==> src/sv/tnal_pkg.sv <==
// Shared types, field widths and the blob autotile atlas table.
// Used by tnal_map and tile_neighbour_autotile_lookup; depends on nothing.
package tnal_pkg;

    localparam int GRID_WIDTH_DEF  = 32;
    localparam int GRID_HEIGHT_DEF = 32;

    localparam int X_W    = 5;
    localparam int Y_W    = 5;
    localparam int MASK_W = 8;
    localparam int COL_W  = 4;
    localparam int ROW_W  = 2;

    typedef struct packed {
        logic [COL_W-1:0] col;
        logic [ROW_W-1:0] row;
    } t_atlas;

    // Masks missing from the 47-entry set map to column 0, row 0.
    function automatic t_atlas atlas_lookup(input logic [MASK_W-1:0] mask);
        t_atlas a;
        a = '{col: COL_W'(0), row: ROW_W'(0)};
        case (mask)
            8'd0:    a = '{col: 4'd0,  row: 2'd3};
            8'd2:    a = '{col: 4'd0,  row: 2'd2};
            8'd8:    a = '{col: 4'd3,  row: 2'd3};
            8'd10:   a = '{col: 4'd3,  row: 2'd2};
            8'd11:   a = '{col: 4'd11, row: 2'd3};
            8'd16:   a = '{col: 4'd1,  row: 2'd3};
            8'd18:   a = '{col: 4'd1,  row: 2'd2};
            8'd22:   a = '{col: 4'd8,  row: 2'd3};
            8'd24:   a = '{col: 4'd2,  row: 2'd3};
            8'd26:   a = '{col: 4'd2,  row: 2'd2};
            8'd27:   a = '{col: 4'd6,  row: 2'd3};
            8'd30:   a = '{col: 4'd5,  row: 2'd3};
            8'd31:   a = '{col: 4'd9,  row: 2'd3};
            8'd64:   a = '{col: 4'd0,  row: 2'd0};
            8'd66:   a = '{col: 4'd0,  row: 2'd1};
            8'd72:   a = '{col: 4'd3,  row: 2'd0};
            8'd74:   a = '{col: 4'd3,  row: 2'd1};
            8'd75:   a = '{col: 4'd7,  row: 2'd2};
            8'd80:   a = '{col: 4'd1,  row: 2'd0};
            8'd82:   a = '{col: 4'd1,  row: 2'd1};
            8'd86:   a = '{col: 4'd4,  row: 2'd2};
            8'd88:   a = '{col: 4'd2,  row: 2'd0};
            8'd90:   a = '{col: 4'd2,  row: 2'd1};
            8'd91:   a = '{col: 4'd4,  row: 2'd0};
            8'd94:   a = '{col: 4'd7,  row: 2'd0};
            8'd95:   a = '{col: 4'd10, row: 2'd3};
            8'd104:  a = '{col: 4'd11, row: 2'd0};
            8'd106:  a = '{col: 4'd7,  row: 2'd1};
            8'd107:  a = '{col: 4'd11, row: 2'd2};
            8'd120:  a = '{col: 4'd6,  row: 2'd0};
            8'd122:  a = '{col: 4'd4,  row: 2'd3};
            8'd123:  a = '{col: 4'd11, row: 2'd1};
            8'd126:  a = '{col: 4'd9,  row: 2'd1};
            8'd127:  a = '{col: 4'd6,  row: 2'd2};
            8'd208:  a = '{col: 4'd8,  row: 2'd0};
            8'd210:  a = '{col: 4'd4,  row: 2'd1};
            8'd214:  a = '{col: 4'd8,  row: 2'd1};
            8'd216:  a = '{col: 4'd5,  row: 2'd0};
            8'd218:  a = '{col: 4'd7,  row: 2'd3};
            8'd219:  a = '{col: 4'd10, row: 2'd2};
            8'd222:  a = '{col: 4'd8,  row: 2'd2};
            8'd223:  a = '{col: 4'd5,  row: 2'd2};
            8'd248:  a = '{col: 4'd10, row: 2'd0};
            8'd250:  a = '{col: 4'd9,  row: 2'd0};
            8'd251:  a = '{col: 4'd6,  row: 2'd1};
            8'd254:  a = '{col: 4'd5,  row: 2'd1};
            8'd255:  a = '{col: 4'd9,  row: 2'd2};
            default: a = '{col: COL_W'(0), row: ROW_W'(0)};
        endcase
        return a;
    endfunction

endpackage

==> src/sv/tnal_ram.sv <==
// Generic single-write, single-read RAM with per-bit write mask and registered read.
// Read during write to the same row returns the old contents. No dependencies.
module tnal_ram #(
    parameter int WIDTH = 32,
    parameter int DEPTH = 32
) (
    input  logic                     i_clk,
    input  logic                     i_we,
    input  logic [$clog2(DEPTH)-1:0] i_waddr,
    input  logic [WIDTH-1:0]         i_wmask,
    input  logic [WIDTH-1:0]         i_wdata,
    input  logic                     i_re,
    input  logic [$clog2(DEPTH)-1:0] i_raddr,
    output logic [WIDTH-1:0]         o_rdata
);

    logic [WIDTH-1:0] r_mem [DEPTH];
    logic [WIDTH-1:0] r_rdata;

    always_ff @(posedge i_clk) begin
        if (i_we) begin
            for (int b = 0; b < WIDTH; b++) begin
                if (i_wmask[b]) begin
                    r_mem[i_waddr][b] <= i_wdata[b];
                end
            end
        end
        if (i_re) begin
            r_rdata <= r_mem[i_raddr];
        end
    end

    assign o_rdata = r_rdata;

endmodule

==> src/sv/tnal_map.sv <==
// Solid-bit grid: three row-wide RAM copies read at rows y-1, y, y+1, plus row valid bits.
// Depends on tnal_pkg and tnal_ram.
module tnal_map #(
    parameter int GRID_WIDTH  = tnal_pkg::GRID_WIDTH_DEF,
    parameter int GRID_HEIGHT = tnal_pkg::GRID_HEIGHT_DEF
) (
    input  logic                     i_clk,
    input  logic                     i_rst_n,
    input  logic                     i_rd_en,
    input  logic                     i_wr_en,
    input  logic                     i_wr_bit,
    input  logic [tnal_pkg::X_W-1:0] i_x_pos,
    input  logic [tnal_pkg::Y_W-1:0] i_y_pos,
    output logic [GRID_WIDTH-1:0]    o_row_n,
    output logic [GRID_WIDTH-1:0]    o_row_c,
    output logic [GRID_WIDTH-1:0]    o_row_s
);

    localparam int AW = $clog2(GRID_HEIGHT);

    logic [GRID_HEIGHT-1:0] r_row_vld;
    logic                   r_vld_n, r_vld_c, r_vld_s;

    logic [AW-1:0]          addr_n, addr_c, addr_s;
    logic [tnal_pkg::Y_W:0] y_plus;
    logic                   vld_n, vld_c, vld_s;
    logic [GRID_WIDTH-1:0]  onehot, wmask, wdata;
    logic [GRID_WIDTH-1:0]  rd_n, rd_c, rd_s;

    assign y_plus = {1'b0, i_y_pos} + (tnal_pkg::Y_W+1)'(1);
    assign addr_c = AW'(i_y_pos);
    assign addr_n = AW'(i_y_pos - tnal_pkg::Y_W'(1));
    assign addr_s = AW'(y_plus);

    assign vld_c = (int'(addr_c) < GRID_HEIGHT) ? r_row_vld[addr_c] : 1'b0;
    assign vld_n = (int'(addr_n) < GRID_HEIGHT) ? r_row_vld[addr_n] : 1'b0;
    assign vld_s = (int'(addr_s) < GRID_HEIGHT) ? r_row_vld[addr_s] : 1'b0;

    // A row never written reads as zero: write it whole the first time.
    assign onehot = GRID_WIDTH'(1) << i_x_pos;
    assign wmask  = vld_c ? onehot : '1;
    assign wdata  = i_wr_bit ? onehot : '0;

    always_ff @(posedge i_clk) begin
        if (!i_rst_n) begin
            r_row_vld <= '0;
        end else if (i_wr_en) begin
            r_row_vld[addr_c] <= 1'b1;
        end
    end

    always_ff @(posedge i_clk) begin
        if (i_rd_en) begin
            r_vld_n <= vld_n;
            r_vld_c <= vld_c;
            r_vld_s <= vld_s;
        end
    end

    tnal_ram #(.WIDTH(GRID_WIDTH), .DEPTH(GRID_HEIGHT)) u_ram_n (
        .i_clk  (i_clk),
        .i_we   (i_wr_en),
        .i_waddr(addr_c),
        .i_wmask(wmask),
        .i_wdata(wdata),
        .i_re   (i_rd_en),
        .i_raddr(addr_n),
        .o_rdata(rd_n)
    );

    tnal_ram #(.WIDTH(GRID_WIDTH), .DEPTH(GRID_HEIGHT)) u_ram_c (
        .i_clk  (i_clk),
        .i_we   (i_wr_en),
        .i_waddr(addr_c),
        .i_wmask(wmask),
        .i_wdata(wdata),
        .i_re   (i_rd_en),
        .i_raddr(addr_c),
        .o_rdata(rd_c)
    );

    tnal_ram #(.WIDTH(GRID_WIDTH), .DEPTH(GRID_HEIGHT)) u_ram_s (
        .i_clk  (i_clk),
        .i_we   (i_wr_en),
        .i_waddr(addr_c),
        .i_wmask(wmask),
        .i_wdata(wdata),
        .i_re   (i_rd_en),
        .i_raddr(addr_s),
        .o_rdata(rd_s)
    );

    assign o_row_n = r_vld_n ? rd_n : '0;
    assign o_row_c = r_vld_c ? rd_c : '0;
    assign o_row_s = r_vld_s ? rd_s : '0;

endmodule

==> src/sv/tile_neighbour_autotile_lookup.sv <==
// Blob autotile lookup: an accepted item is held in the stage-1 registers, then in the
// result register. Throughput one item per cycle unless i_ready stalls the output; the
// grid rows are read at the accept edge, the mask and atlas cell are formed in the next
// cycle and held in the result register.
// Reset clears the row valid bits, so the whole grid reads as empty at once;
// no clearing pass. edge_solid resets to 0.
module tile_neighbour_autotile_lookup #(
    parameter int GRID_WIDTH  = tnal_pkg::GRID_WIDTH_DEF,
    parameter int GRID_HEIGHT = tnal_pkg::GRID_HEIGHT_DEF
) (
    input  logic                        i_clk,
    input  logic                        i_rst_n,
    input  logic                        i_cfg_wr_en,
    input  logic                        i_cfg_wr_data,
    input  logic                        i_valid,
    output logic                        o_ready,
    input  logic                        i_kind,
    input  logic [tnal_pkg::X_W-1:0]    i_x_pos,
    input  logic [tnal_pkg::Y_W-1:0]    i_y_pos,
    input  logic                        i_solid_in,
    output logic                        o_valid,
    input  logic                        i_ready,
    output logic                        o_tile_solid,
    output logic [tnal_pkg::MASK_W-1:0] o_neighbour_mask,
    output logic [tnal_pkg::COL_W-1:0]  o_atlas_col,
    output logic [tnal_pkg::ROW_W-1:0]  o_atlas_row
);

    localparam int XW = $clog2(GRID_WIDTH);

    logic                     r_edge_solid;
    logic                     r_s1_vld;
    logic                     r_s1_kind, r_s1_solid_in;
    logic [tnal_pkg::X_W-1:0] r_s1_x;
    logic                     r_s1_in_c, r_s1_ok_n, r_s1_ok_s, r_s1_ok_w, r_s1_ok_e;
    logic                     r_out_vld;
    logic                     r_tile_solid;
    logic [tnal_pkg::MASK_W-1:0] r_mask;
    tnal_pkg::t_atlas         r_atlas;

    logic                     accept, s1_adv, in_grid, wr_en;
    logic [GRID_WIDTH-1:0]    row_n, row_c, row_s;
    logic [XW-1:0]            xc, xw, xe;
    logic                     b_n, b_s, b_w, b_e, b_nw, b_ne, b_sw, b_se, centre;
    logic [tnal_pkg::MASK_W-1:0] n_mask;
    tnal_pkg::t_atlas         n_atlas;

    assign s1_adv  = !r_out_vld || i_ready;
    assign o_ready = !r_s1_vld || s1_adv;
    assign accept  = i_valid && o_ready;
    assign in_grid = (int'(i_x_pos) < GRID_WIDTH) && (int'(i_y_pos) < GRID_HEIGHT);
    assign wr_en   = accept && i_kind && in_grid;

    always_ff @(posedge i_clk) begin
        if (!i_rst_n) begin
            r_edge_solid <= 1'b0;
        end else if (i_cfg_wr_en) begin
            r_edge_solid <= i_cfg_wr_data;
        end
    end

    tnal_map #(.GRID_WIDTH(GRID_WIDTH), .GRID_HEIGHT(GRID_HEIGHT)) u_map (
        .i_clk   (i_clk),
        .i_rst_n (i_rst_n),
        .i_rd_en (accept),
        .i_wr_en (wr_en),
        .i_wr_bit(i_solid_in),
        .i_x_pos (i_x_pos),
        .i_y_pos (i_y_pos),
        .o_row_n (row_n),
        .o_row_c (row_c),
        .o_row_s (row_s)
    );

    always_ff @(posedge i_clk) begin
        if (!i_rst_n) begin
            r_s1_vld <= 1'b0;
        end else if (o_ready) begin
            r_s1_vld <= i_valid;
        end
    end

    always_ff @(posedge i_clk) begin
        if (accept) begin
            r_s1_kind     <= i_kind;
            r_s1_solid_in <= i_solid_in;
            r_s1_x        <= i_x_pos;
            r_s1_in_c     <= in_grid;
            r_s1_ok_n     <= i_y_pos != '0;
            r_s1_ok_w     <= i_x_pos != '0;
            r_s1_ok_s     <= (int'(i_y_pos) + 1) < GRID_HEIGHT;
            r_s1_ok_e     <= (int'(i_x_pos) + 1) < GRID_WIDTH;
        end
    end

    assign xc = XW'(r_s1_x);
    assign xw = XW'(r_s1_x - tnal_pkg::X_W'(1));
    assign xe = XW'({1'b0, r_s1_x} + (tnal_pkg::X_W+1)'(1));

    assign b_n  = r_s1_ok_n ? row_n[xc] : r_edge_solid;
    assign b_s  = r_s1_ok_s ? row_s[xc] : r_edge_solid;
    assign b_w  = r_s1_ok_w ? row_c[xw] : r_edge_solid;
    assign b_e  = r_s1_ok_e ? row_c[xe] : r_edge_solid;
    assign b_nw = (r_s1_ok_n && r_s1_ok_w) ? row_n[xw] : r_edge_solid;
    assign b_ne = (r_s1_ok_n && r_s1_ok_e) ? row_n[xe] : r_edge_solid;
    assign b_sw = (r_s1_ok_s && r_s1_ok_w) ? row_s[xw] : r_edge_solid;
    assign b_se = (r_s1_ok_s && r_s1_ok_e) ? row_s[xe] : r_edge_solid;

    // The tile's own write is not in the RAM read yet: forward it.
    assign centre = r_s1_in_c && (r_s1_kind ? r_s1_solid_in : row_c[xc]);

    assign n_mask = centre ? {b_se & b_s & b_e, b_s, b_sw & b_s & b_w, b_e, b_w,
                              b_ne & b_n & b_e, b_n, b_nw & b_n & b_w}
                           : '0;
    assign n_atlas = tnal_pkg::atlas_lookup(n_mask);

    always_ff @(posedge i_clk) begin
        if (!i_rst_n) begin
            r_out_vld <= 1'b0;
        end else if (s1_adv) begin
            r_out_vld <= r_s1_vld;
        end
    end

    always_ff @(posedge i_clk) begin
        if (s1_adv && r_s1_vld) begin
            r_tile_solid <= centre;
            r_mask       <= n_mask;
            r_atlas      <= n_atlas;
        end
    end

    assign o_valid          = r_out_vld;
    assign o_tile_solid     = r_tile_solid;
    assign o_neighbour_mask = r_mask;
    assign o_atlas_col      = r_atlas.col;
    assign o_atlas_row      = r_atlas.row;

endmodule
==> config.mk <==
export PLATFORM = sky130hd
export DESIGN_NAME = tile_neighbour_autotile_lookup
export DESIGN_NICKNAME = d
export VERILOG_FILES = /design/src/sv/tnal_pkg.sv /design/src/sv/tnal_ram.sv /design/src/sv/tnal_map.sv /design/src/sv/tile_neighbour_autotile_lookup.sv
export SDC_FILE = /design/constraint.sdc
export NUM_CORES = 2
export LEC_CHECK = 0
export BUFFER_PORTS_ARGS = -buffer_cell sky130_fd_sc_hd__buf_4
export CELL_PAD_IN_SITES_DETAIL_PLACEMENT = 2
export CELL_PAD_IN_SITES_GLOBAL_PLACEMENT = 2
export CORE_ASPECT_RATIO = 0.75
export CORE_MARGIN = 1
export CORE_UTILIZATION = 44
export DETAILED_ROUTE_END_ITERATION = 10
export MAX_ROUTING_LAYER = met4
export PLACE_DENSITY = 0.78
export SLEW_MARGIN = 20
export SYNTH_ARGS = -nofsm -noshare
export SYNTH_HDL_FRONTEND = slang
export SYNTH_SLANG_ARGS = --single-unit
==> constraint.sdc <==
create_clock -name i_clk -period 5.5 [get_ports i_clk]
set_input_delay 0.825 -clock i_clk [delete_from_list [all_inputs] [get_ports i_clk]]
set_output_delay 0.825 -clock i_clk [all_outputs]
set_load 0.01 [all_outputs]
* Word-level counts from Yosys, hierarchy flattened
Memories as Yosys holds them, arrays and structs flattened. A register that Yosys moved wholly into a read port is not among the register bits. Index checks and enable logic that the tools add are counted.
Storage, ports and cells: RAM bits 3072, register bits after elaboration 64, output and inout bits 17, memories 3
Operators by class: magnitude comparators 9, add/subtract/negate cells 6, bitwise operators 9, muxes and demuxes 138, equality and inequality tests 45, shift-type cells 1, reductions and logical operators 15
Memories:
- u_map.u_ram_c.r_mem | words 32, bits a word 32, read ports 1, clocked after memory_dff 1, wr ports 1, RTL line tnal_ram.sv:17 | logic [WIDTH-1:0] r_mem [DEPTH];
- u_map.u_ram_n.r_mem | words 32, bits a word 32, read ports 1, clocked after memory_dff 1, wr ports 1, RTL line tnal_ram.sv:17
- u_map.u_ram_s.r_mem | words 32, bits a word 32, read ports 1, clocked after memory_dff 1, wr ports 1, RTL line tnal_ram.sv:17
Operator list (count):
- one-hot mux 6 bit (46 select lines) | 1
- == test 8 x 7 -> 1 bit (second input constant) | 20
- two-way mux 32 bit | 5
- two-way mux 1 bit | 118
- == test 8 bit (second input constant) | 13
- == test 8 x 5 -> 1 bit (second input constant) | 8
- binary-select mux 1 bit (select 5 bit) | 12
- < comparator 5 x 6 -> 1 bit (second input constant) | 6
- bitwise OR 32 bit | 1
- left shift 1 x 5 -> 32 bit (first input constant) | 1
- == test 8 x 4 -> 1 bit (second input constant) | 3
- adder 5 x 1 -> 6 bit (second input constant) | 2
- < comparator 6 bit (second input constant) | 2
- adder 5 x 1 -> 5 bit (second input constant) | 2
- nonzero test 5 bit | 2
- subtractor 5 x 1 -> 5 bit (second input constant) | 2
- AND 1 bit | 8
- == test 8 x 2 -> 1 bit (second input constant) | 1
- logical AND 1 bit | 8
- zero test 8 bit | 1
- two-way mux 8 bit | 1
- demux 1 bit (select 5 bit) | 1
- greater-or-equal comparator 5 x 1 -> 1 bit (second input constant) | 1
- zero test 1 bit | 2
- logical OR 1 bit | 2

* Logic depth before layout (Yosys ltp)
word-level depth 9, gate-level depth with buffers 21, mapped depth without buffers 13

* Modules after synthesis
A second synthesis with hierarchy kept.
Unflattened totals: cells, all modules 11385, area, all modules 144441.0 um^2
Modules (own cells, without submodules):
- tnal_ram | area each 45521.2 um^2, cells an instance 3513, sequential area each 31710.4 um^2, times used 3
- tile_neighbour_autotile_lookup | area each 4704.5 um^2, cells an instance 443, sequential area each 840.8 um^2, times used 1
- tnal_map | area each 3173.0 um^2, cells an instance 403, sequential area each 730.7 um^2, times used 1

* Least setup slack after synthesis
No wires, ideal clock.
path type input-to-reg, start input port i_y_pos[0] (netlist bit), end register u_map.u_ram_n.r_rdata[31], in the netlist u_map.u_ram_n.o_rdata[31], read port of u_map.u_ram_n.r_mem (data pin), buffers on the path 11, arrival time 5.113 ns, required time 5.240 ns, library setup time 0.260 ns, stages on the path 16, setup slack 0.127 ns, cell sequence clkbuf_1 -> buf_2 -> buf_2 -> buf_2 -> buf_2 -> buf_2 -> buf_2 -> buf_2 -> inv_1 -> ha_1 -> clkbuf_1 -> clkbuf_1 -> clkbuf_1 -> mux4_2 -> mux4_2 -> mux2_2
On the way: word-level cells in the longest chain between the ends 1
Ends and longest elaborated chain:
- from (decl) | RTL line tile_neighbour_autotile_lookup.sv:19 | input logic [tnal_pkg::Y_W-1:0] i_y_pos,
- subtractor 5 x 1 -> 5 bit | RTL line tnal_map.sv:32 | assign addr_n = AW'(i_y_pos - tnal_pkg::Y_W'(1));
- to (decl) | RTL line tnal_ram.sv:18 | logic [WIDTH-1:0] r_rdata;
No other way between the ends. A chain may end at the register's enable or synchronous reset.

==> results.yml <==
clock_network:
  clock-sinks: 1184
  cts_tree: "done"
  hold_buffers: 0
  post_cts_buffers: 0
  cts_buffers: 120
  clk_pin_slew_ns: 0.08
  clk_path_buf_depth: 3
  htree_levels: 3
  clock-root-buffer: "clkbuf_16"
  post_cts_resized: 0
  clk_latency_ns: 0.81
floorplan:
  die-area_sq_um: 157800
  start_util_pct: 44.33
  die_y_um: 344.2
  coreArea_sq_um: 155000
  die_x_um: 458.3
  io_pins: 35
  rows: 125
sta:
  fin_crit_sh_pct: 87.39
  timing.fmax_ghz: 0.2081
  hold_ws_ns: 0.2908
  slew_viol_final: 0
  setup_tns_ns: 0
  finalHoldViolCount: 0
  rsz0062_at_grt: "false"
  setup_viol: 0
  worst_pin_slew_ns: 1.208
  slew-limit-headroom_pct: 19.44
  finClkSkew_ns: 0.03825
  min_period_ns: 4.806
  setup_ws_ns: 0.6935
final_layout:
  drive_gt1_share_pct: 33.70
  seq_area_sq_um: 35200
  multiInputGateArea_sq_um: 31960
  nFillCells: 13950
  layout.nets: 4331
  syn2layout_area_growth_pct: 9.519
pwr:
  powerDensity_nw_per_um2: 271.5
  internal-power_w: 0.01519
  p_total_w: 0.02043
  vdd_drop_max_uv: 275.1
  netSwitchingFraction_pct: 25.65
  p_leak_nw: 22.35
  p_comb_share_pct: 10.1
  power_frac_seq_pct: 49.0
  p_switching_w: 0.005240
  clockPowerShare_pct: 41.0
detailed_routing:
  drcViolationCount: 0
  vias: 47790
  drt_pass1_iterations: 5
  vias_per_cell: 7.344
  ant_nets: 0
  initialDrtViolationCount: 7380
  wl_per_cell_um: 40.52
  drt_wl_total_um: 263700
logic_synthesis:
  synth_top_family_by_area: "multiplexers"
  synth_top_cell_by_area: "edfxtp_1"
  synth_simple_gate_area_share_pct: 8.101
  synth_top_cells_by_count: "edfxtp_1, nor2_1, mux4_2"
  syn_nets: 4551
  synth-edff-count: 1149
  ys_warn_count: 0
  synth_mux_area_share_pct: 33.64
  syn_inst: 4527
  synth_flop_cell: "edfxtp_1"
  synth_area_sq_um: 68710
  synth_area_leaders: "edfxtp_1, mux4_2, nor2_1, clkbuf_1, a22oi_1"
  synth-compound-area-share_pct: 3.463
  synth_fa_ha_area_share_pct: 0.1093
  yosysUniqueCellTypes: 83
  synth_top_cell_area_share_pct: 50.21
  synth_xor_area_share_pct: 0.2404
  yosys_register_bits: 1184
  syn_area_per_cell_sq_um: 15.18
  synth_seq_area_share_pct: 51.23
  yosysMostFrequentCell: "edfxtp_1"
  async_reset_ff_share_pct: 0
worst_setup_path:
  slowest_stage: "o31ai_4"
  critPathLaunchType: "register"
  cpPeakStageDelay_ns: 0.58
  worst-setup-path-type: "reg -> reg"
  worstPathCellList: "inv_1 -> ha_1 -> buf_4 -> nand2_1 -> o221ai_1 -> o21ai_0 -> a22oi_1 -> nand3_2 -> o31ai_4 -> a21oi_2 -> xnor2_1 -> a221oi_1 -> nand4_1"
  crit_fanout: 21
  rrSetupSlack_ns: 0.69
  worst_setup_path_end_kind: "register"
  cp.required_ns: 6.01
  arrival_ns: 5.32
job:
  cap_violations: 0
grt:
  grt_pass1_vias: 48690
  grt_pass1_wl_um: 374800
  grt-ovfl-total: 0
  grt_max_degree: 130
  grt_antenna_before_repair: 12
  gr-usage-all-layers_pct: 34.52
placement:
  io_buffers: 34
  place_ws_ns: 0.9270
  dp_hpwl_um: 151600
  place_congestion: 0.9659
status:
  status: "complete, no violations"
worst_hold_path:
  hp-class: "in -> reg"
[per-layer routing]
| metal | track usage [%] | share of wire, % | vias to the layer above |
|---|---|---|---|
| li1 | - | - | 17770 |
| met3 | 7.027 | 11 | 579 |
| met1 | 45.61 | 37 | 25960 |
| met2 | 52.72 | 48 | 3470 |
| met4 | 13.67 | 3.8 | 0 |
| met5 | - | 0 | - |
[logic make-up (layout without fill, tap and decap cells)]
logic type	after synthesis	count (layout)
buffers and inverters	524	401
adders and majority gates	6	6
other	0	8
DFF	1184	1184
and+or+nand+nor	1349	1349
xor gates and xnor gates	18	18
muxes	1106	1106
AOI/OAI and AO/OA	340	340
[final timing paths]
path                    from              to  depth (start not counted)
setup / recovery   r_s1_x[0]  o_atlas_col[0]                         13
hold / removal    i_x_pos[3]       r_s1_x[3]                          1
setup reg to reg   r_s1_x[0]  o_atlas_col[0]                         13
hold reg to reg     r_s1_vld         o_valid                          1
[final cells by class]
cell class / count / area share, %
Antenna cell: 8 / 0.02660
Clock buffer: 147 / 4.125
Clock inverter: 72 / 0.9693
Inverter: 18 / 0.08978
Multi-Input combinational cell: 2819 / 42.47
Sequential cell: 1184 / 46.78
Tap cell: 2095 / 3.483
Timing Repair Buffer: 164 / 2.055
[state kept, by name, indices dropped and copies added (netlist names), 2 cells and up]
name                   cells
o_atlas_row                2
r_s1_x                     5
u_map.u_ram_c.o_rdata     32
o_atlas_col                4
u_map.u_ram_c.r_mem      146
u_map.u_ram_n.o_rdata     32
u_map.r_row_vld           32
o_neighbour_mask           8
u_map.u_ram_n.r_mem      579
u_map.u_ram_s.o_rdata     32
u_map.u_ram_s.r_mem      299
[power by group through the flow]
stage	registers, W	clock network, W	logic (W)
global route	0.0100	0.00873	0.00213
finish	0.0100	0.00837	0.00205
floorplan	0.0101	0	0.00135
CTS	0.0100	0.00843	0.00202
detailed placement	0.0102	0	0.00201
global placement	0.0102	0	0.00196
[cells in the final DEF, fill, tap and decap left out, types with 22 or more instances in the layout]
cell       netlist  layout
a21oi_1         85      53
buf_12           3      24
nand3_1         26      26
dfxtp_1         35      35
nand2_1         79      47
mux4_2         953     953
a21oi_2          2      34
clkinv_1         0      26
mux2i_1         81      81
nor2_4           0      22
o221ai_1        22      22
clkbuf_1       388      27
nand4_1         44      44
mux2_2          69      69
edfxtp_1      1149    1149
nor2b_1         54      53
a22oi_1        135     135
clkbuf_16        0     120
nor2_1        1075    1053
nand2_4          0      32
buf_4            6     138
[per-stage QoR]
| step | instances | area (sq um) | utilization, % |
|---|---|---|---|
| 3_5_place_dp | 6280 | 71310 | 46.01 |
| 6_report | 6507 | 75260 | 48.55 |
| 5_1_grt | 6505 | 75250 | 48.55 |
| 3_3_place_gp | 6280 | 71290 | 46.00 |
| 4_1_cts | 6499 | 75150 | 48.48 |
| 2_1_floorplan | 4527 | 68710 | - |
[worst max-delay path, delay by kind of cell, from the launching register on]
| kind | cells | cell delay, ns |
|---|---|---|
| adders and majority gates | 1 | 0.50 |
| and+or+nand+nor | 3 | 0.79 |
| xor gates and xnor gates | 1 | 0.18 |
| AOI/OAI and AO/OA | 6 | 2.13 |
| DFF | 1 | 0.43 |
| buffers and inverters | 2 | 0.47 |
No activity file was read; power rests on OpenSTA's default activity.
